`src/hdl/cube_sphere_vertex_and_index_gen_macros.svh`:
```
// Assertion macros for the cube-sphere vertex and index generator.
// Used by the top level only; needs signals named clock and reset in scope.
`ifndef CUBE_SPHERE_VERTEX_AND_INDEX_GEN_MACROS_SVH
`define CUBE_SPHERE_VERTEX_AND_INDEX_GEN_MACROS_SVH

// same-cycle implication, checked outside reset
`define CSVIG_ASSERT_IMP(label, ante, cons) \
   label: assert property (@(posedge clock) disable iff (reset) (ante) |-> (cons)) \
      else $error("assertion failed");

// next-cycle implication, checked outside reset
`define CSVIG_ASSERT_NXT(label, ante, cons) \
   label: assert property (@(posedge clock) disable iff (reset) (ante) |=> (cons)) \
      else $error("assertion failed");

`endif

```
`src/hdl/csvig_pkg.sv`:
```
// Package for the cube-sphere vertex and index generator.
// Types, widths and constants shared by all modules; no dependencies.
`default_nettype none
package csvig_pkg;
   localparam int MAX_RESOLUTION_DEFAULT  = 256;
   localparam int COORD_FRAC_BITS_DEFAULT = 15;

   localparam int RES_W  = 9;
   localparam int GRID_W = 8;
   localparam int FACE_W = 3;
   localparam int POS_W  = 16;
   localparam int IDX_W  = 19;
   localparam int VEC_W  = 11;   // 2*col - d, signed
   localparam int MAG_W  = 10;
   localparam int SQ_W   = 18;
   localparam int SUM_W  = 20;
   localparam int FR_W   = 13;   // face*res + row
   localparam int N_W    = 23;   // vertex number before masking

   localparam logic [RES_W-1:0] RESOLUTION_RESET = 9'd16;
   localparam logic [RES_W-1:0] RESOLUTION_MIN   = 9'd2;

   localparam logic [FACE_W-1:0] FACE_POS_Z = 3'd0;
   localparam logic [FACE_W-1:0] FACE_NEG_Z = 3'd1;
   localparam logic [FACE_W-1:0] FACE_POS_Y = 3'd2;
   localparam logic [FACE_W-1:0] FACE_NEG_Y = 3'd3;
   localparam logic [FACE_W-1:0] FACE_POS_X = 3'd4;
   localparam logic [FACE_W-1:0] FACE_NEG_X = 3'd5;

   typedef struct packed {
      logic [FACE_W-1:0] face;
      logic [GRID_W-1:0] col;
      logic [GRID_W-1:0] row;
   } req_type;

   typedef struct packed {
      logic              quad_valid;
      logic [IDX_W-1:0]  tri_a0;
      logic [IDX_W-1:0]  tri_a1;
      logic [IDX_W-1:0]  tri_a2;
      logic [IDX_W-1:0]  tri_b0;
      logic [IDX_W-1:0]  tri_b1;
      logic [IDX_W-1:0]  tri_b2;
   } idx_type;

   typedef struct packed {
      logic signed [POS_W-1:0] pos_x;
      logic signed [POS_W-1:0] pos_y;
      logic signed [POS_W-1:0] pos_z;
      logic                    quad_valid;
      logic [IDX_W-1:0]        tri_a0;
      logic [IDX_W-1:0]        tri_a1;
      logic [IDX_W-1:0]        tri_a2;
      logic [IDX_W-1:0]        tri_b0;
      logic [IDX_W-1:0]        tri_b1;
      logic [IDX_W-1:0]        tri_b2;
   } rsp_type;
endpackage
`default_nettype wire

```
`src/hdl/csvig_norm_stage.sv`:
```
// One bit of the normalize search for all three lanes, with its own register.
// Depends on csvig_pkg.
`default_nettype none
module csvig_norm_stage #(
   parameter int COORD_FRAC_BITS = csvig_pkg::COORD_FRAC_BITS_DEFAULT,
   parameter int BIT_POS         = 0,
   localparam int TW = csvig_pkg::SQ_W + 2 * COORD_FRAC_BITS + 2,
   localparam int PW = 2 * COORD_FRAC_BITS + 26,
   localparam int RW = COORD_FRAC_BITS + 1
) (
   input  wire logic                          clock,
   input  wire logic                          reset,
   input  wire logic                          in_valid,
   output logic                               in_ready,
   input  wire logic [csvig_pkg::SUM_W-1:0]   in_s,
   input  wire logic [2:0]                    in_neg,
   input  wire logic [2:0][TW-1:0]            in_t,
   input  wire logic signed [2:0][PW:0]       in_p,
   input  wire logic signed [2:0][PW:0]       in_q,
   input  wire logic [2:0][RW-1:0]            in_r,
   input  wire csvig_pkg::idx_type            in_idx,
   output logic                               out_valid,
   input  wire logic                          out_ready,
   output logic [csvig_pkg::SUM_W-1:0]        out_s,
   output logic [2:0]                         out_neg,
   output logic [2:0][TW-1:0]                 out_t,
   output logic signed [2:0][PW:0]            out_p,
   output logic signed [2:0][PW:0]            out_q,
   output logic [2:0][RW-1:0]                 out_r,
   output csvig_pkg::idx_type                 out_idx
);
   // P tracks (2r-1)^2 * S and Q tracks (2r-1) * S; trying a bit only needs adds
   logic signed [PW:0] s_ext;
   logic signed [2:0][PW:0] cand_p, next_p, next_q;
   logic [2:0][RW-1:0] next_r;
   logic adv;

   assign adv = !out_valid || out_ready;
   assign in_ready = adv;
   assign s_ext = $signed({(PW + 1 - csvig_pkg::SUM_W)'(0), in_s});

   always_comb begin
      for (int k = 0; k < 3; k++) begin
         cand_p[k] = in_p[k] + (in_q[k] <<< (BIT_POS + 2)) + (s_ext <<< (2 * BIT_POS + 2));
         if (cand_p[k] <= $signed({(PW + 1 - TW)'(0), in_t[k]})) begin
            next_p[k] = cand_p[k];
            next_q[k] = in_q[k] + (s_ext <<< (BIT_POS + 1));
            next_r[k] = in_r[k] | (RW'(1) << BIT_POS);
         end else begin
            next_p[k] = in_p[k];
            next_q[k] = in_q[k];
            next_r[k] = in_r[k];
         end
      end
   end

   always_ff @(posedge clock) begin
      if (reset) begin
         out_valid <= 1'b0;
      end else if (adv) begin
         out_valid <= in_valid;
      end
      if (adv) begin
         out_s   <= in_s;
         out_neg <= in_neg;
         out_t   <= in_t;
         out_p   <= next_p;
         out_q   <= next_q;
         out_r   <= next_r;
         out_idx <= in_idx;
      end
   end
endmodule
`default_nettype wire

```
`config.mk`:
```
export PLATFORM = sky130hd
export DESIGN_NAME = csvig_norm_stage
export DESIGN_NICKNAME = d
export VERILOG_FILES = /design/src/hdl/cube_sphere_vertex_and_index_gen_macros.svh /design/src/hdl/csvig_pkg.sv /design/src/hdl/csvig_norm_stage.sv
export SDC_FILE = /design/constraint.sdc
export NUM_CORES = 2
export LEC_CHECK = 0
export BUFFER_PORTS_ARGS = -buffer_cell sky130_fd_sc_hd__buf_4
export CORE_AREA = 2 2 532 534
export CTS_CLUSTER_SIZE = 24
export DETAILED_ROUTE_END_ITERATION = 8
export DIE_AREA = 0 0 534 536
export SYNTH_ARGS = -nofsm -noshare
export SYNTH_HDL_FRONTEND = slang
export SYNTH_SLANG_ARGS = --single-unit
```
`constraint.sdc`:
```
create_clock -name clock -period 25.5 [get_ports clock]
set_input_delay 5.1 -clock clock [delete_from_list [all_inputs] [get_ports clock]]
set_output_delay 5.1 -clock clock [all_outputs]
set_load 0.01 [all_outputs]
```
==> results.txt <==
The via total after detailed routing is 38650. The synthesized netlist devotes 5.87% of its cell area to XOR and XNOR gates. The adder-cell share of the synthesized area came out at 16.5%. The power spent charging and discharging nets came out at 0.00141 W. The placeable core region came out at 281000 um^2. The type of element capturing the critical path is a register. Leaving out fill and tap cells, the most frequent cells in the layout are 1400 x sky130_fd_sc_hd__buf_4, 678 x sky130_fd_sc_hd__edfxtp_1, 471 x sky130_fd_sc_hd__ha_1. The area fraction in compound gates after synthesis is 12.2%. The count of hold buffers inserted by post-cts repair is 0. The number of placement rows came out at 195. After synthesis, the largest family of logic cells by area is adder cells. The total CTS buffers came out at 92. The combinational group share of total power came out at 32.6%. The number of clock sinks is 679. The number of nets in the layout came out at 6368.

The global-route wire length before repair is 346 mm. Once the clock tree was built, the resizer swapped 0 gates to a different size. The filler cells instantiated in the layout total 30341. The height of the die came out at 536 um.

The internal power contribution is 0.00257 W. The number of maximum-capacitance violations came out at 0. Dividing the final minimum period by the clock period gives 54.3%. The number of post-CTS setup repair buffers came out at 0. In this run the worst path has a maximum fanout of 60.

The average vias per placed instance is 4.30. Synthesis handed over a netlist of 3762 instances. Of all cell types, the one taking the most synthesized area is sky130_fd_sc_hd__edfxtp_1.

The analysis attributes to cell leakage a power of 26.1 nW. Pin placement for this block handled 1362 I/O pins. In this design, the critical path's most frequently occurring cell is sky130_fd_sc_hd__buf_4. The worst hold path begins at out_valid.

The sum of negative setup slack came out at 0 ns. Synthesis produced a netlist with a net count of 4981. The buffer depth of the longest clock path came out at 4. The number of failing setup endpoints in the final timing report came out at 0. The width of the chip came out at 534 um.

The startpoint identified for the worst register-to-register timing path is out_valid. For the worst setup path, the data arrival time is 14.38 ns. Timing would allow up to 72.2 MHz. The worst register-to-register path ends at out_r[12].

The final weighted congestion of routability-driven global placement is 0.949. The number of antenna violations at the first check in global routing came out at 81. Setup repair after global routing left no endpoint under its margin. The worst register-to-register path has a depth of 5.

The path class of the tightest hold or removal check is register to register. Measured on the finished design, the core utilization comes to 21.9%. The register share of total power came out at 34.3%. Input and output buffers added on the ports amount to 1361.

The DRC violation count after routing came out at 0. The largest vdd supply drop came out at 56.7 uV. The clock transition at the registers of the reported paths is 0.06 ns. The relative area change from synthesis to final layout is 40.8%.

The iteration count of the initial detailed-routing pass came out at 7. The total of warnings raised by yosys is 0. The portion of the post-synthesis area used by sequential elements is 46.7%. The path with the worst hold slack has its endpoint at out_valid. The worst setup path is launched from an input pin. The hold violation total from the final report came out at 0. The multiplexer share of the synthesized area is 4.92%. The post-synthesis cell type count is 88. The post-route antenna net violation count is 0. The share of synthesized registers carrying an async set or reset came out at 0%.

The mean instance size in the synthesized netlist is 11.6 um^2. The tightest slew margin relative to the limit came out at 13.6%. The routed wire length is 267 mm.

For this run, the slowest stage of the critical path takes 0.74 ns. The average wire per standard cell came out at 29.7 um. The total power per unit cell area is 64.6 nW/um^2. Entering global routing, the biggest net connects 146 pins. The cell area after synthesis is 43700 um^2.

The slowest stage of the critical path is the sky130_fd_sc_hd__buf_4 cell. Global routing used 17.8% of the available tracks across all layers. The most frequently used flop master after synthesis is sky130_fd_sc_hd__edfxtp_1.

The root buffer cell is sky130_fd_sc_hd__clkbuf_16. The initial cell density of the core is 15.6%. Between clock sinks in the finished design, the worst skew comes to 0.0502 ns. The library cell used most frequently in the layout, excluding fill and tap cells, is sky130_fd_sc_hd__buf_4.

The flow ran to the end, and the final reports show no timing, DRC or antenna violations. The worst setup path is of the input pin to register kind. The top cell type's share of synthesized area is 46.6%. The number of global-route vias before repair is 38504. The worst hold path was traced through 2 stages.

In this run the register-to-register setup slack is 20.82 ns. The maximum level of the CTS H-tree came out at 3. Detailed placement finished with a half-perimeter wire length of 229 mm.

The area of the die came out at 286000 um^2. By area the synthesized netlist is led by sky130_fd_sc_hd__edfxtp_1 47%, sky130_fd_sc_hd__ha_1 13%, sky130_fd_sc_hd__mux2_2 4.0%. The sum of overflow across all layers after global routing is 0.

The required time reported for the critical path endpoint came out at 26.02 ns. Net switching is 35.4% of the power. Of the total synthesized cell area, the portion taken by AND, OR, NAND and NOR gates is 10.6%.

The later pin in the worst-skew pair is clocked with a latency of 0.83 ns. The detailed router's first-iteration violation count came out at 3140. The fraction of final layout cells sized beyond drive strength 1 came out at 33.6%.

The relative contribution of the clock network to total power is 33.1%. The max-slew violation total from the final report is 0. At the pin with the least slew margin, the transition time is 1.29 ns.

In this run, synthesis produced a sequential element count of 679. The final period demand of the worst path is 13.85 ns. The clock tree from TritonCTS is done. Yosys mapped a number of flops with a built-in enable equal to 678.
[cells in the mapped netlist (87+ instances only)]
master and n:
sky130_fd_sc_hd__edfxtp_1 678, sky130_fd_sc_hd__ha_1 471, sky130_fd_sc_hd__a21oi_1 257, sky130_fd_sc_hd__inv_1 239
sky130_fd_sc_hd__nand2_1 235, sky130_fd_sc_hd__xnor2_1 185, sky130_fd_sc_hd__o21ai_0 156, sky130_fd_sc_hd__mux2_2 155
sky130_fd_sc_hd__nor2_1 143, sky130_fd_sc_hd__a21o_1 125, sky130_fd_sc_hd__xor2_1 108, sky130_fd_sc_hd__nand3_1 90
sky130_fd_sc_hd__nand4_1 87
[worst max path at each step]
stage,from,to,slack (ns),cells after the start
2_1_floorplan,out_ready,in_ready,6.85,1
3_5_place_dp,in_s[1],out_q[66],10.97,33
6_report,in_s[1],out_q[66],11.65,33
4_1_cts,in_s[1],out_q[66],11.79,33
5_1_grt,in_s[1],out_q[67],11.06,33
3_3_place_gp,in_s[1],out_q[63],11.12,33
[cell families after synthesis]
kind of cell,count (synthesis)
adders and majority gates,537
muxes,188
AOI/OAI and AO/OA,829
buffers and inverters,348
xor gates and xnor gates,293
DFF,679
and+or+nand+nor,888
[critical path, delay by kind of cell]
kind	cells	cell delay, ns
fa+ha+maj	4	1.48
mux	1	0.42
buf+inv	6	1.69
simple gates	6	1.68
compound gates	15	3.67
xor+xnor	1	0.18
[sequential cells by signal (all words and copies together) (netlist names)]
signal,count
out_t,150
out_p,171
out_valid,1
out_s,20
out_r,48
out_neg,3
out_q,171
out_idx,115
[layout make-up]
| type | instances | area [um^2] | area share (%) |
|---|---|---|---|
| Tap cell | 3743 | 4680 | 7.62 |
| Clock inverter | 63 | 582 | 0.946 |
| Antenna cell | 34 | 85.1 | 0.138 |
| Sequential cell | 679 | 20400 | 33.1 |
| Clock buffer | 99 | 2370 | 3.86 |
| Multi-Input combinational cell | 2735 | 21900 | 35.7 |
| Timing Repair Buffer | 1402 | 10600 | 17.2 |
| Inverter | 239 | 897 | 1.46 |
[stage by stage]
stage | total power (W) | worst slack (ns) | std cells | hold WS [ns] | cell area (um^2)
after CTS | 0.00402 | 11.79 | 8960 | 1.11 | 61400
after global routing | 0.00415 | 11.06 | 8975 | 1.15 | 61400
after floorplan | 0.00205 | 6.85 | 3762 | 5.17 | 43700
after global placement | 0.00267 | 11.12 | 8798 | 1.11 | 58500
final | 0.00397 | 11.65 | 8994 | 1.10 | 61500
after detailed placement | 0.00268 | 10.97 | 8798 | 1.12 | 58500
[routing by layer]
layer	vias up	global-route usage (%)	share of wire [%]
li1	16978	-	-
met1	19208	19.9	37
met2	2005	30.9	49
met3	415	5.45	8.7
met4	44	8.05	4.9
met5	-	0	0.11
[power by group through the flow]
stage	sequential [W]	clock [W]	combinational, W
3_3_place_gp	0.00139	0	0.00128
3_5_place_dp	0.00139	0	0.00129
2_1_floorplan	0.00143	0	0.000618
5_1_grt	0.00137	0.00139	0.00139
6_report	0.00136	0.00131	0.00129
4_1_cts	0.00137	0.00135	0.00130
Note: power is estimated with default switching activity, not from simulation.
