===== config.mk =====
export PLATFORM = sky130hd
export DESIGN_NAME = csvig_front
export DESIGN_NICKNAME = d
export VERILOG_FILES = /design/src/hdl/cube_sphere_vertex_and_index_gen_macros.svh /design/src/hdl/csvig_pkg.sv /design/src/hdl/csvig_front.sv
export SDC_FILE = /design/constraint.sdc
export NUM_CORES = 1
export LEC_CHECK = 0
export BUFFER_PORTS_ARGS = -buffer_cell sky130_fd_sc_hd__clkbuf_2
export CORE_ASPECT_RATIO = 0.5
export CORE_MARGIN = 1.5
export CORE_UTILIZATION = 50
export CTS_CLUSTER_SIZE = 20
export DETAILED_ROUTE_END_ITERATION = 7
export MAX_ROUTING_LAYER = met4
export PLACE_DENSITY_LB_ADDON = 0.3
export SLEW_MARGIN = 15
export SYNTH_ARGS = -nofsm -noshare
export SYNTH_HDL_FRONTEND = slang
export SYNTH_SLANG_ARGS = --single-unit

===== constraint.sdc =====
create_clock -name clock -period 21.6 [get_ports clock]
set_input_delay 2.16 -clock clock [delete_from_list [all_inputs] [get_ports clock]]
set_output_delay 2.16 -clock clock [all_outputs]
set_load 0.05 [all_outputs]

===== src/hdl/cube_sphere_vertex_and_index_gen_macros.svh =====
// Assertion macros for the cube-sphere vertex and index generator.
// Used by the top level only; needs signals named clock and reset in scope.
`ifndef CUBE_SPHERE_VERTEX_AND_INDEX_GEN_MACROS_SVH
`define CUBE_SPHERE_VERTEX_AND_INDEX_GEN_MACROS_SVH

// same-cycle implication, checked outside reset
`define CSVIG_ASSERT_IMP(label, ante, cons) \
   label: assert property (@(posedge clock) disable iff (reset) (ante) |-> (cons)) \
      else $error("assertion failed");

// next-cycle implication, checked outside reset
`define CSVIG_ASSERT_NXT(label, ante, cons) \
   label: assert property (@(posedge clock) disable iff (reset) (ante) |=> (cons)) \
      else $error("assertion failed");

`endif


===== src/hdl/csvig_pkg.sv =====
// Package for the cube-sphere vertex and index generator.
// Types, widths and constants shared by all modules; no dependencies.
`default_nettype none
package csvig_pkg;
   localparam int MAX_RESOLUTION_DEFAULT  = 256;
   localparam int COORD_FRAC_BITS_DEFAULT = 15;

   localparam int RES_W  = 9;
   localparam int GRID_W = 8;
   localparam int FACE_W = 3;
   localparam int POS_W  = 16;
   localparam int IDX_W  = 19;
   localparam int VEC_W  = 11;   // 2*col - d, signed
   localparam int MAG_W  = 10;
   localparam int SQ_W   = 18;
   localparam int SUM_W  = 20;
   localparam int FR_W   = 13;   // face*res + row
   localparam int N_W    = 23;   // vertex number before masking

   localparam logic [RES_W-1:0] RESOLUTION_RESET = 9'd16;
   localparam logic [RES_W-1:0] RESOLUTION_MIN   = 9'd2;

   localparam logic [FACE_W-1:0] FACE_POS_Z = 3'd0;
   localparam logic [FACE_W-1:0] FACE_NEG_Z = 3'd1;
   localparam logic [FACE_W-1:0] FACE_POS_Y = 3'd2;
   localparam logic [FACE_W-1:0] FACE_NEG_Y = 3'd3;
   localparam logic [FACE_W-1:0] FACE_POS_X = 3'd4;
   localparam logic [FACE_W-1:0] FACE_NEG_X = 3'd5;

   typedef struct packed {
      logic [FACE_W-1:0] face;
      logic [GRID_W-1:0] col;
      logic [GRID_W-1:0] row;
   } req_type;

   typedef struct packed {
      logic              quad_valid;
      logic [IDX_W-1:0]  tri_a0;
      logic [IDX_W-1:0]  tri_a1;
      logic [IDX_W-1:0]  tri_a2;
      logic [IDX_W-1:0]  tri_b0;
      logic [IDX_W-1:0]  tri_b1;
      logic [IDX_W-1:0]  tri_b2;
   } idx_type;

   typedef struct packed {
      logic signed [POS_W-1:0] pos_x;
      logic signed [POS_W-1:0] pos_y;
      logic signed [POS_W-1:0] pos_z;
      logic                    quad_valid;
      logic [IDX_W-1:0]        tri_a0;
      logic [IDX_W-1:0]        tri_a1;
      logic [IDX_W-1:0]        tri_a2;
      logic [IDX_W-1:0]        tri_b0;
      logic [IDX_W-1:0]        tri_b1;
      logic [IDX_W-1:0]        tri_b2;
   } rsp_type;
endpackage
`default_nettype wire


===== src/hdl/csvig_front.sv =====
// Front end: clamps, face vector, squares, sum and quad indices in three stages.
// Depends on csvig_pkg.
`default_nettype none
module csvig_front #(
   parameter int MAX_RESOLUTION  = csvig_pkg::MAX_RESOLUTION_DEFAULT,
   parameter int COORD_FRAC_BITS = csvig_pkg::COORD_FRAC_BITS_DEFAULT,
   localparam int TW = csvig_pkg::SQ_W + 2 * COORD_FRAC_BITS + 2
) (
   input  wire logic                                clock,
   input  wire logic                                reset,
   input  wire logic                                in_valid,
   input  wire csvig_pkg::req_type                  in_data,
   output logic                                     in_ready,
   input  wire logic [csvig_pkg::RES_W-1:0]         res,
   output logic                                     out_valid,
   output logic [csvig_pkg::SUM_W-1:0]              out_s,
   output logic [2:0]                               out_neg,
   output logic [2:0][TW-1:0]                       out_t,
   output csvig_pkg::idx_type                       out_idx,
   input  wire logic                                out_ready
);
   localparam int RW = csvig_pkg::RES_W;
   localparam int GW = csvig_pkg::GRID_W;
   localparam int VW = csvig_pkg::VEC_W;

   // stage 1
   logic                                  v1_ff;
   logic [csvig_pkg::FACE_W-1:0]          face1_ff;
   logic [GW-1:0]                         col1_ff;
   logic [RW-1:0]                         res1_ff;
   logic signed [2:0][VW-1:0]             vec1_ff;
   logic [csvig_pkg::FR_W-1:0]            fr1_ff;
   logic                                  quad1_ff;
   // stage 2
   logic                                  v2_ff;
   logic [2:0][csvig_pkg::SQ_W-1:0]       sq2_ff;
   logic [2:0]                            neg2_ff;
   logic [csvig_pkg::N_W-1:0]             n2_ff;
   logic [RW-1:0]                         res2_ff;
   logic                                  inv2_ff;
   logic                                  quad2_ff;
   // stage 3
   logic                                  v3_ff;

   logic adv1, adv2, adv3;
   assign adv3 = !v3_ff || out_ready;
   assign adv2 = !v2_ff || adv3;
   assign adv1 = !v1_ff || adv2;
   assign in_ready = adv1;
   assign out_valid = v3_ff;

   // stage 1 logic
   logic [RW-1:0]                res_c, d_c;
   logic [GW-1:0]                col_c, row_c;
   logic [csvig_pkg::FACE_W-1:0] face_c;
   logic signed [VW-1:0]         a_c, b_c, dd_c;
   logic signed [2:0][VW-1:0]    vec_c;

   always_comb begin
      if (res < csvig_pkg::RESOLUTION_MIN) begin
         res_c = csvig_pkg::RESOLUTION_MIN;
      end else if (int'(res) > MAX_RESOLUTION) begin
         res_c = RW'(MAX_RESOLUTION);
      end else begin
         res_c = res;
      end
      d_c = res_c - RW'(1);
      col_c = ({1'b0, in_data.col} > d_c) ? d_c[GW-1:0] : in_data.col;
      row_c = ({1'b0, in_data.row} > d_c) ? d_c[GW-1:0] : in_data.row;
      face_c = (in_data.face > csvig_pkg::FACE_NEG_X) ? csvig_pkg::FACE_POS_Z : in_data.face;
      a_c  = $signed({2'b00, col_c, 1'b0}) - $signed({2'b00, d_c});
      b_c  = $signed({2'b00, row_c, 1'b0}) - $signed({2'b00, d_c});
      dd_c = $signed({2'b00, d_c});
      unique case (face_c)
         csvig_pkg::FACE_NEG_Z: vec_c = {-dd_c, b_c, a_c};
         csvig_pkg::FACE_POS_Y: vec_c = {b_c, dd_c, a_c};
         csvig_pkg::FACE_NEG_Y: vec_c = {b_c, -dd_c, a_c};
         csvig_pkg::FACE_POS_X: vec_c = {a_c, b_c, dd_c};
         csvig_pkg::FACE_NEG_X: vec_c = {a_c, b_c, -dd_c};
         default:               vec_c = {dd_c, b_c, a_c};
      endcase
   end

   // stage 2 logic: lane 0 is x, 1 is y, 2 is z
   logic [2:0][csvig_pkg::MAG_W-1:0] mag_c;
   always_comb begin
      for (int k = 0; k < 3; k++) begin
         mag_c[k] = vec1_ff[k][VW-1] ? csvig_pkg::MAG_W'(-vec1_ff[k])
                                     : csvig_pkg::MAG_W'(vec1_ff[k]);
      end
   end

   // stage 3 logic
   logic [csvig_pkg::N_W-1:0] n_r1, n_r;
   csvig_pkg::idx_type idx_c;
   always_comb begin
      n_r1 = n2_ff + csvig_pkg::N_W'(res2_ff) + csvig_pkg::N_W'(1);
      n_r  = n2_ff + csvig_pkg::N_W'(res2_ff);
      idx_c = '0;
      if (quad2_ff) begin
         idx_c.quad_valid = 1'b1;
         idx_c.tri_a0 = n2_ff[csvig_pkg::IDX_W-1:0];
         idx_c.tri_b0 = n2_ff[csvig_pkg::IDX_W-1:0];
         if (inv2_ff) begin
            idx_c.tri_a1 = n_r1[csvig_pkg::IDX_W-1:0];
            idx_c.tri_a2 = n_r[csvig_pkg::IDX_W-1:0];
            idx_c.tri_b1 = csvig_pkg::IDX_W'(n2_ff + csvig_pkg::N_W'(1));
            idx_c.tri_b2 = n_r1[csvig_pkg::IDX_W-1:0];
         end else begin
            idx_c.tri_a1 = n_r[csvig_pkg::IDX_W-1:0];
            idx_c.tri_a2 = n_r1[csvig_pkg::IDX_W-1:0];
            idx_c.tri_b1 = n_r1[csvig_pkg::IDX_W-1:0];
            idx_c.tri_b2 = csvig_pkg::IDX_W'(n2_ff + csvig_pkg::N_W'(1));
         end
      end
   end

   always_ff @(posedge clock) begin
      if (reset) begin
         v1_ff <= 1'b0;
         v2_ff <= 1'b0;
         v3_ff <= 1'b0;
      end else begin
         if (adv1) v1_ff <= in_valid;
         if (adv2) v2_ff <= v1_ff;
         if (adv3) v3_ff <= v2_ff;
      end
      if (adv1) begin
         face1_ff <= face_c;
         col1_ff  <= col_c;
         res1_ff  <= res_c;
         vec1_ff  <= vec_c;
         fr1_ff   <= csvig_pkg::FR_W'(face_c) * csvig_pkg::FR_W'(res_c)
                   + csvig_pkg::FR_W'(row_c);
         quad1_ff <= ({1'b0, col_c} < d_c) && ({1'b0, row_c} < d_c);
      end
      if (adv2) begin
         for (int k = 0; k < 3; k++) begin
            sq2_ff[k]  <= csvig_pkg::SQ_W'(mag_c[k]) * csvig_pkg::SQ_W'(mag_c[k]);
            neg2_ff[k] <= vec1_ff[k][VW-1];
         end
         n2_ff    <= csvig_pkg::N_W'(fr1_ff) * csvig_pkg::N_W'(res1_ff)
                   + csvig_pkg::N_W'(col1_ff);
         res2_ff  <= res1_ff;
         inv2_ff  <= (face1_ff == csvig_pkg::FACE_NEG_Z) || (face1_ff == csvig_pkg::FACE_POS_Y)
                  || (face1_ff == csvig_pkg::FACE_POS_X);
         quad2_ff <= quad1_ff;
      end
      if (adv3) begin
         out_s <= csvig_pkg::SUM_W'(sq2_ff[0]) + csvig_pkg::SUM_W'(sq2_ff[1])
                + csvig_pkg::SUM_W'(sq2_ff[2]);
         for (int k = 0; k < 3; k++) begin
            out_t[k] <= {sq2_ff[k], (2 * COORD_FRAC_BITS + 2)'(0)};
         end
         out_neg <= neg2_ff;
         out_idx <= idx_c;
      end
   end
endmodule
`default_nettype wire


==> run metrics <==
status finished clean; top area cells in the synthesized netlist edfxtp_1, fa_1, ha_1; Post-CTS Hold Buffers 0; Synthesis Warnings 0; hold crit path type reg -> reg; met1 usage 0.350; clock slew at reported path FFs 0.06 ns; unrepaired setup endpoints after global routing no; Fmax achieved 108 MHz; global-route wire length before repair approximately 110000 µm; critical path capture point type register; GR peak layer met1; Std-Cell Rows 62; placed inst area ~30000 µm²; Slew Viols, Final 0; Post-synth EDFFs around 310; Synth top cells by count inv_1, edfxtp_1, nor2_1, ha_1, fa_1; total global routing overflow 0; peak fanout along the critical path 23; Avg Cell Area, Syn between 10 and 15 µm²; full die area approximately 60000 µm²; CP arrival 9.66 ns; flop2flop setup slack ~14 ns; WP data required between 20 and 25 ns; setup TNS 0 ns; clk root buf clkbuf_16; distinct cell type count after synthesis 91; number of gates resized after cts 0; number of global-route vias before repair between 20000 and 25000; # Post-CTS Setup Buffers 0; drt total wl approximately 67000 µm; clock tree sinks 316; initial antenna violation count 2; fraction of registers with async set/reset 0; antenna violation net count after detailed routing 0; Num CTS Buffers 34; top cell type by total area after synthesis edfxtp_1; M2 GR Usage 0.342; most used cell, CP nand2_1; Max-slew headroom 0.279; DRC 0; Slew @ Worst Pin 1.08 ns; multi-input logic area roughly 17000 µm²; Vias per Instance between 5 and 6; die height about 170 µm; synth-to-layout area growth 8.34%; starting density of the core 0.506; DR pass1 iterations 5; CTS tree built; CP Launch Type input port; Clk Latency, worst-skew pair approximately 0.55 ns; DP Cell Count between 3000 and 4000; largest net degree at the start of global routing 101; Max-Cap Viols 0; cell area after synthesis around 29000 µm²; predominant post-synthesis flop cell edfxtp_1; core box area between 50000 and 60000 µm²; # setup viols final 0; die width between 300 and 400 µm; WHS roughly 0.42 ns; Final Wtd Congestion ~0.93; Worst path slowest cell or4_1; cell with the most instances after synthesis inv_1; Synth top area share 0.324; fin crit period 9.28 ns; Filler cells about 5000; Cells after Synth 2875; Worst path max stage delay 0.66 ns; Worst Skew 0.0350 ns; Storage cell area 9460 µm²; Tcrit/Tclk final 0.429; GR Util All Layers 0.235; I/O pin cnt 322; Seq cells post-synth around 320; final hold vios 0; proportion of synthesized chip area in sequential cells 0.326; vias after detailed routing 20504; initial DRC count 1610; PortBufs around 220; clock buffer depth 3; post-DP HPWL 52900 µm; # H-tree levels 2; final cell count without fillers around 3800; Nets 3565; layout cells sized above 1 0.113; worst setup path class in -> reg; design area 31500 µm²; met3 Use GR 0.0323; DR WL/cell between 15 and 20 µm
## worst paths after layout
path,startpoint,to,depth (start not counted)
worst max-delay path,res[8],vec1_ff[32]$_DFFE_PP_,30
worst min-delay path,sq2_ff[0]$_DFFE_PP_,out_s[1]$_DFFE_PP_,0
worst max register to register,vec1_ff[0]$_DFFE_PP_,sq2_ff[53]$_DFFE_PP_,27
worst min register to register,sq2_ff[0]$_DFFE_PP_,out_s[1]$_DFFE_PP_,0
## state kept, by name (all words and copies together) (netlist names)
signal	cells
quad1_ff	1
vec1_ff	31
out_t	48
out_valid	1
neg2_ff	3
res1_ff	9
out_idx	96
sq2_ff	49
v2_ff	1
inv2_ff	1
col1_ff	8
res2_ff	9
out_neg	3
face1_ff	3
n2_ff	19
quad2_ff	1
out_s	19
v1_ff	1
fr1_ff	13
## routing by layer
layer	routed length (µm)	share of wire	vias to the layer above
met5	0	0	-
met4	1340	0.020	0
met3	4500	0.067	96
met2	28700	0.43	614
met1	32500	0.48	10049
li1	-	-	9745
## kinds of logic (layout without fill, tap and decap cells)
family	after synthesis	in the layout	share of synthesized area
AND/OR/NAND/NOR	815	815	0.129
buffers and inverters	577	657	0.0909
adder cells (fa/ha/maj)	504	504	0.281
AO/OA/AOI/OAI	402	402	0.0927
flip-flops	316	316	0.326
XOR/XNOR	237	237	0.0715
multiplexers	23	23	0.00943
other	1	103	0.000129
## cell usage in the layout, fill, tap and decap left out, types with 12 or more instances in the layout
cell type / n
nand3_1: 48
or2_2: 21
nor3_1: 47
ha_1: 255
xnor2_1: 162
clkbuf_2: 222
o21ai_0: 53
edfxtp_1: 313
o31ai_1: 14
conb_1: 102
nand2b_1: 19
clkbuf_16: 35
a21o_1: 23
o21a_1: 12
nor2b_1: 16
inv_1: 348
o211ai_1: 17
nor2_1: 267
fa_1: 247
nand2_1: 241
a211oi_1: 14
a21oi_1: 122
or3_1: 23
xor2_1: 75
o21bai_1: 40
buf_4: 21
and2_1: 80
mux2i_1: 14
and3_1: 15
## final cells by class
cell class | instances | area share
antenna | 1 | 0.0000795
clock buffer | 44 | 0.0292
clock inverter | 17 | 0.00620
inverter | 353 | 0.0423
multi-input combinational | 2083 | 0.551
sequential | 316 | 0.301
tap | 768 | 0.0305
timing repair buffer | 243 | 0.0403
## critical path, delay by kind of cell
kind | cells | cell delay [ns]
AO/OA/AOI/OAI | 12 | 2.70
adder cells (fa/ha/maj) | 4 | 1.50
AND/OR/NAND/NOR | 10 | 2.10
buffers and inverters | 4 | 1.19
## stage by stage
stage	utilization	setup WS (ns)
floorplan	-	12.54
global placement	0.529	11.96
detailed placement	0.529	11.81
CTS	0.548	12.38
global route	0.548	11.79
finish	0.548	12.32
Power is not shown: default switching activity piles up to over one toggle a cycle in this logic, so the estimate is an artifact.
